==> src/design/sra_pkg.sv <==
package sra_pkg;

  // ASCII codes used by the character mapping
  localparam logic [7:0] CHAR_MINUS  = 8'h2D;
  localparam logic [7:0] CHAR_ZERO   = 8'h30;
  localparam logic [7:0] CHAR_LOWER_A = 8'h61;

  // Base limits and reset base
  localparam logic [5:0] BASE_MIN   = 6'd2;
  localparam logic [5:0] BASE_MAX   = 6'd36;
  localparam logic [5:0] BASE_RESET = 6'd10;

  // Width of the converted value and of its bit counter
  localparam int unsigned VALUE_W = 32;
  localparam int unsigned BITCNT_W = $clog2(VALUE_W);

  // Controller to datapath commands
  typedef struct packed {
    logic load;        // capture value, magnitude and base
    logic div_step;    // one restoring division bit
    logic emit_sign;   // present the minus sign
    logic rd;          // read the digit store at the read index
    logic emit_digit;  // present the digit just read
  } sra_cmd_t;

  // Datapath to controller status
  typedef struct packed {
    logic last_bit;    // this division step finishes a digit
    logic more;        // another digit follows
    logic neg;         // value is negative
    logic idx_zero;    // read index points at the lowest digit
  } sra_status_t;

  // Digit value to lowercase ASCII, out-of-range digits map to '0'
  function automatic logic [7:0] digit_char(input logic [5:0] d);
    logic [7:0] c;
    if (d < 6'd10) begin
      c = CHAR_ZERO + {2'b00, d};
    end else if (d < BASE_MAX) begin
      c = CHAR_LOWER_A + {2'b00, d} - 8'd10;
    end else begin
      c = CHAR_ZERO;
    end
    return c;
  endfunction

endpackage

==> src/design/sra_ctrl.sv <==
module sra_ctrl (
  input  logic                 clk_i,
  input  logic                 rst_ni,
  input  logic                 start,
  output logic                 busy,
  input  sra_pkg::sra_status_t status_i,
  output sra_pkg::sra_cmd_t    cmd_o
);
  import sra_pkg::*;

  localparam logic [2:0] ST_IDLE = 3'd0;
  localparam logic [2:0] ST_DIV  = 3'd1;
  localparam logic [2:0] ST_SIGN = 3'd2;
  localparam logic [2:0] ST_RD   = 3'd3;
  localparam logic [2:0] ST_EMIT = 3'd4;

  logic [2:0] state_q, state_d;

  // Next state and commands
  always_comb begin
    state_d = state_q;
    cmd_o   = '0;
    unique case (state_q)
      ST_IDLE: begin
        if (start) begin
          cmd_o.load = 1'b1;
          state_d    = ST_DIV;
        end
      end
      ST_DIV: begin
        cmd_o.div_step = 1'b1;
        if (status_i.last_bit && !status_i.more) begin
          state_d = status_i.neg ? ST_SIGN : ST_RD;
        end
      end
      ST_SIGN: begin
        cmd_o.emit_sign = 1'b1;
        state_d         = ST_RD;
      end
      ST_RD: begin
        cmd_o.rd = 1'b1;
        state_d  = ST_EMIT;
      end
      ST_EMIT: begin
        cmd_o.emit_digit = 1'b1;
        state_d          = status_i.idx_zero ? ST_IDLE : ST_RD;
      end
      default: begin
        state_d = ST_IDLE;
      end
    endcase
  end

  // State register
  always_ff @(posedge clk_i or negedge rst_ni) begin
    if (!rst_ni) begin
      state_q <= ST_IDLE;
    end else begin
      state_q <= state_d;
    end
  end

  assign busy = (state_q != ST_IDLE);

endmodule

==> src/design/sra_datapath.sv <==
module sra_datapath #(
  parameter int unsigned MAX_DIGITS = 32
) (
  input  logic                 clk_i,
  input  logic                 rst_ni,
  input  logic [31:0]          value_i,
  input  logic                 cfg_we_i,
  input  logic [5:0]           cfg_wdata_i,
  input  sra_pkg::sra_cmd_t    cmd_i,
  output sra_pkg::sra_status_t status_o,
  output logic [7:0]           character_o,
  output logic                 last_o,
  output logic                 strobe_o
);
  import sra_pkg::*;

  localparam int unsigned IdxW = $clog2(MAX_DIGITS);
  localparam int unsigned CntW = $clog2(MAX_DIGITS + 1);
  localparam logic [CntW-1:0] CntTop = CntW'(MAX_DIGITS - 1);

  logic [5:0]          radix_q;
  logic [5:0]          base_q;
  logic                neg_q;
  logic [VALUE_W-1:0]  mag_q;
  logic [5:0]          rem_q;
  logic [BITCNT_W-1:0] bit_q;
  logic [CntW-1:0]     count_q;
  logic [IdxW-1:0]     rd_idx_q;
  logic [5:0]          rdata_q;
  logic [5:0]          mem_q [MAX_DIGITS];
  logic [7:0]          char_q;
  logic                last_q;
  logic                strobe_q;

  logic [6:0]          trial;
  logic                qbit;
  logic [5:0]          rem_next;
  logic [VALUE_W-1:0]  mag_next;
  logic                last_bit;
  logic [5:0]          base_eff;
  logic [VALUE_W-1:0]  mag_load;

  // Base clamp and magnitude of the incoming value
  always_comb begin
    if (radix_q < BASE_MIN) begin
      base_eff = BASE_MIN;
    end else if (radix_q > BASE_MAX) begin
      base_eff = BASE_MAX;
    end else begin
      base_eff = radix_q;
    end
    mag_load = value_i[VALUE_W-1] ? (~value_i + 32'd1) : value_i;
  end

  // One restoring division step
  always_comb begin
    trial    = {rem_q, mag_q[VALUE_W-1]};
    qbit     = (trial >= {1'b0, base_q});
    rem_next = qbit ? 6'(trial - {1'b0, base_q}) : trial[5:0];
    mag_next = {mag_q[VALUE_W-2:0], qbit};
    last_bit = (bit_q == BITCNT_W'(VALUE_W - 1));
  end

  assign status_o.last_bit = last_bit;
  assign status_o.more     = (mag_next != '0) && (count_q != CntTop);
  assign status_o.neg      = neg_q;
  assign status_o.idx_zero = (rd_idx_q == '0);

  // Radix register
  always_ff @(posedge clk_i or negedge rst_ni) begin
    if (!rst_ni) begin
      radix_q <= BASE_RESET;
    end else if (cfg_we_i) begin
      radix_q <= cfg_wdata_i;
    end
  end

  // Divider, digit count and read index
  always_ff @(posedge clk_i or negedge rst_ni) begin
    if (!rst_ni) begin
      count_q  <= '0;
      bit_q    <= '0;
      rem_q    <= '0;
      rd_idx_q <= '0;
    end else if (cmd_i.load) begin
      count_q <= '0;
      bit_q   <= '0;
      rem_q   <= '0;
    end else if (cmd_i.div_step) begin
      bit_q <= bit_q + 1'b1;
      if (last_bit) begin
        rem_q    <= '0;
        count_q  <= count_q + 1'b1;
        rd_idx_q <= count_q[IdxW-1:0];
      end else begin
        rem_q <= rem_next;
      end
    end else if (cmd_i.emit_digit && (rd_idx_q != '0)) begin
      rd_idx_q <= rd_idx_q - 1'b1;
    end
  end

  // Request payload: magnitude, sign, base
  always_ff @(posedge clk_i) begin
    if (cmd_i.load) begin
      mag_q  <= mag_load;
      neg_q  <= value_i[VALUE_W-1];
      base_q <= base_eff;
    end else if (cmd_i.div_step) begin
      mag_q <= mag_next;
    end
  end

  // Digit store
  always_ff @(posedge clk_i) begin
    if (cmd_i.div_step && last_bit) begin
      mem_q[count_q[IdxW-1:0]] <= rem_next;
    end
    if (cmd_i.rd) begin
      rdata_q <= mem_q[rd_idx_q];
    end
  end

  // Output strobe
  always_ff @(posedge clk_i or negedge rst_ni) begin
    if (!rst_ni) begin
      strobe_q <= 1'b0;
    end else begin
      strobe_q <= cmd_i.emit_sign | cmd_i.emit_digit;
    end
  end

  // Output character
  always_ff @(posedge clk_i) begin
    if (cmd_i.emit_sign) begin
      char_q <= CHAR_MINUS;
      last_q <= 1'b0;
    end else if (cmd_i.emit_digit) begin
      char_q <= digit_char(rdata_q);
      last_q <= (rd_idx_q == '0);
    end
  end

  assign character_o = char_q;
  assign last_o      = last_q;
  assign strobe_o    = strobe_q;

endmodule

==> src/design/signed_radix_to_ascii_core.sv <==
// Digits come from a bit-serial restoring divider; each character is then read from the
// digit store and emitted, preceded by a minus sign for a negative value.
// One value at a time: a new start is taken once busy is low.
// Characters appear for one cycle each with strobe_o; the receiver cannot stall.
// Reset (rst_ni low, asynchronous) idles the block and sets the radix to 10.
module signed_radix_to_ascii_core #(
  parameter int unsigned MAX_DIGITS = 32
) (
  input  logic        clk_i,
  input  logic        rst_ni,
  input  logic        start,
  output logic        busy,
  input  logic [31:0] value_i,
  input  logic        cfg_we_i,
  input  logic [5:0]  cfg_wdata_i,
  output logic [7:0]  character_o,
  output logic        last_o,
  output logic        strobe_o
);
  import sra_pkg::*;

  sra_cmd_t    cmd;
  sra_status_t status;

  sra_ctrl u_ctrl (
    .clk_i    (clk_i),
    .rst_ni   (rst_ni),
    .start    (start),
    .busy     (busy),
    .status_i (status),
    .cmd_o    (cmd)
  );

  sra_datapath #(
    .MAX_DIGITS (MAX_DIGITS)
  ) u_datapath (
    .clk_i       (clk_i),
    .rst_ni      (rst_ni),
    .value_i     (value_i),
    .cfg_we_i    (cfg_we_i),
    .cfg_wdata_i (cfg_wdata_i),
    .cmd_i       (cmd),
    .status_o    (status),
    .character_o (character_o),
    .last_o      (last_o),
    .strobe_o    (strobe_o)
  );

endmodule
==> config.mk <==
export PLATFORM = sky130hd
export DESIGN_NAME = signed_radix_to_ascii_core
export DESIGN_NICKNAME = d
export VERILOG_FILES = /design/src/design/sra_pkg.sv /design/src/design/sra_ctrl.sv /design/src/design/sra_datapath.sv /design/src/design/signed_radix_to_ascii_core.sv
export SDC_FILE = /design/constraint.sdc
export NUM_CORES = 1
export LEC_CHECK = 0
export BUFFER_PORTS_ARGS = -buffer_cell sky130_fd_sc_hd__buf_4
export CAP_MARGIN = 30
export CORE_MARGIN = 2
export CORE_UTILIZATION = 51
export CTS_CLUSTER_DIAMETER = 80
export CTS_CLUSTER_SIZE = 25
export DETAILED_ROUTE_END_ITERATION = 16
export PLACE_DENSITY = 0.68
export SLEW_MARGIN = 25
export SYNTH_ARGS = -nofsm -noshare
export SYNTH_HDL_FRONTEND = slang
export SYNTH_SLANG_ARGS = --single-unit
==> constraint.sdc <==
create_clock -name clk_i -period 9.4 [get_ports clk_i]
set_clock_uncertainty 0.05 [all_clocks]
set_input_delay 0.94 -clock clk_i [delete_from_list [all_inputs] [get_ports clk_i]]
set_output_delay 0.94 -clock clk_i [all_outputs]
set_load 0.03 [all_outputs]
==> results.yml <==
setup_path:
  worstSetupStartpoint: "u_datapath.rem_q[2]"
  critical-path-max-stage-delay_ns: 0.69
  critPathBufInv: 1
  regToRegStartpoint: "u_datapath.rem_q[2]"
  worstSetupPathType: "reg -> reg"
  worstPathCellList: "ha_1, a21o_1, a21oi_1, a21boi_0, buf_4, or2_2, mux2_2"
  path_max_fanout: 32
  crit_required_ns: 9.54
  critical-path-slowest-cell: "mux2_2"
  arrival_ns: 2.99
  crit_path_start_kind: "flop"
  end_kind: "flop"
  critical-path-top-delay-family: "multiplexers"
clocking:
  cts-resized-gates: 0
  clock-sinks: 278
  cts.clk_slew.worst_paths_ns: 0.10
  cts_buffers: 15
  cts_max_path_buffers: 3
  cts-hold-fix-buffers: 0
  clockRootBuffer: "clkbuf_16"
  htreeDepth: 1
  clock_latency_ns: 0.49
  cts_tree: "built"
  postCtsSetupBuffers: 0
layout:
  post-route-util_pct: 56.21
  antenna_cells: 0
  drive_above_1_share_pct: 19.16
  area_growth_pct: 9.173
  nFillCells: 1964
  final_nets: 934
logic_synthesis:
  syn_inst: 837
  synth_fa_ha_area_share_pct: 2.056
  synthMuxAreaShare_pct: 11.78
  synth-simple-area-share_pct: 9.274
  synth-xor-area-share_pct: 3.105
  synth_top_family_by_area: "multiplexers"
  ys.flop_type: "edfxtp_1"
  syn_area_per_cell_um2: 14.83
  syn_nets: 898
  ys_warn_count: 0
  synth-seq-cells: 278
  synth_seq_area_share_pct: 65.26
  synth_compound_area_share_pct: 6.442
  synth_edf_count: 237
  async_flop_share_pct: 11.51
  synth_cell_type_count: 64
  syn_area_mm2: 0.01241
floorplan:
  die_h_um: 160.0
  coreArea_mm2: 0.02411
  ioPinCount: 53
  rows: 57
  die_w_um: 160.0
  initial_utilization_pct: 51.49
  dieArea_mm2: 0.02560
timing:
  final.min_clock_period_ns: 2.859
  relSlewSlack_pct: 43.42
  finalSetupViolCount: 0
  setup_tns_ns: 0
  post-route-period-util_pct: 30.42
  tightest_slew_ns: 0.8478
  setup_slack_ns: 6.541
  hold_viol: 0
  fmaxAchievable_mhz: 349.7
  slew_viol_final: 0
  grt_setup_unrepaired: "false"
  hold_slack_ns: 0.3213
power:
  p_leak_nw: 4.735
  power_density_mw_per_mm2: 276.2
  peakVddDrop_uv: 157.6
  p_total_mw: 3.743
route:
  wl_um: 24530
  drc_errors: 0
  ant_nets: 0
  vias: 6966
  vias_per_cell: 5.800
  drtIter0Drc: 538
  wl_per_cell_um: 20.42
  drtPass1Iterations: 4
place:
  post-place-ws_ns: 6.155
  io_buffers: 52
  globalplace.congestion: 0.7944
  dp_hpwl_um: 16420
hold_path:
  holdCritPathClass: "in -> async"
global_route:
  track_usage_pct: 19.44
  grt_max_degree: 62
  overflow: 0
  antenna_found_initial: 0
  grt_pass1_vias: 6924
  grt_pass1_wl_um: 38890
run_status:
  status: "finished, final reports clean"
flow_run:
  maxCapViolations: 0
power by group:
group | switching [mW] | internal, mW | leakage (nW)
Sequential | 0.123 | 1.78 | 2.61
Clock | 0.378 | 0.299 | 0.204
Combinational | 0.700 | 0.465 | 1.92
Yosys cell counts (9+ instances only):
library cell	count	area, um^2
edfxtp_1	237	7117
nand2_1	85	319.1
nor2_1	67	251.5
mux4_2	60	1351
o21ai_0	49	245.2
xor2_1	36	315.3
clkbuf_1	32	120.1
dfrtp_1	30	750.7
inv_1	23	86.33
ha_1	18	225.2
a21oi_1	13	65.06
o31ai_1	12	90.09
nand3_1	11	55.05
dfxtp_1	9	180.2
mux2_2	9	101.4
cell type report:
class                   instances  area [um^2]  area share, %
flip-flops and latches        278         8103          59.80
multi-input cells             493         4068          30.02
repair buffers                 61        467.9          3.453
well taps                     324        405.4          2.992
clock buffers                  18        386.6          2.853
inverters                      24        90.09         0.6648
clock inverters                 3        30.03         0.2216
flip-flops by register name, indices dropped and copies added, names as in the netlist, 3 cells and up:
signal	count
u_datapath.rem_q	6
u_datapath.character_o	8
u_datapath.bit_q	5
u_datapath.rdata_q	6
u_datapath.count_q	6
u_datapath.rd_idx_q	5
u_datapath.mag_q	32
u_ctrl.state_q	3
u_datapath.mem_q	192
u_datapath.base_q	6
u_datapath.radix_q	6
metal layers:
metal	up-vias	routed length, um	GRT usage, %
met3	29	956	2.104
li1	3266	-	-
met1	3522	11060	28.24
met5	-	0	0
met2	149	12040	32.19
met4	0	472	4.464
cell families after synthesis:
kind of cell / count (synthesis)
mux: 70
xor+xnor: 44
flops: 278
fa+ha+maj: 20
buf+inv: 66
simple gates: 237
compound gates: 122
stage by stage:
stage	std cells	instance area (um^2)
after floorplan	837	12410
after global placement	1178	13100
after detailed placement	1179	13120
after CTS	1200	13540
after global routing	1201	13550
final	1201	13550
cell usage in the layout, fill, tap and decap left out, drive strengths merged, types with 5 or more instances in the layout:
cell / instances
and2: 5
dfrtp: 30
nand4: 7
nor2: 67
mux4: 60
nor3: 8
ha: 18
xnor2: 8
xor2: 36
a21oi: 13
o21ai: 52
edfxtp: 237
nor4: 10
o41ai: 8
or3: 6
o31ai: 12
nand2b: 7
buf: 60
o22ai: 5
inv: 24
o211ai: 8
dfxtp: 9
nand3: 11
mux2: 9
nand2: 85
nor2b: 7
clkbuf: 19
path summary, 6_finish.rpt:
path                       cells after the start  slack [ns]                   endpoint
hold / removal                                 1        0.32        u_datapath.strobe_o
max in group asynchronous                      1        8.64      u_datapath.radix_q[3]
hold reg to reg                                1        0.41  u_datapath.character_o[6]
min in group clk_i                             1        0.41  u_datapath.character_o[6]
setup / recovery                               7        6.54    u_datapath.mem_q[17][2]
setup reg to reg                               7        6.54    u_datapath.mem_q[17][2]
Note: power is estimated with default switching activity, not from simulation.
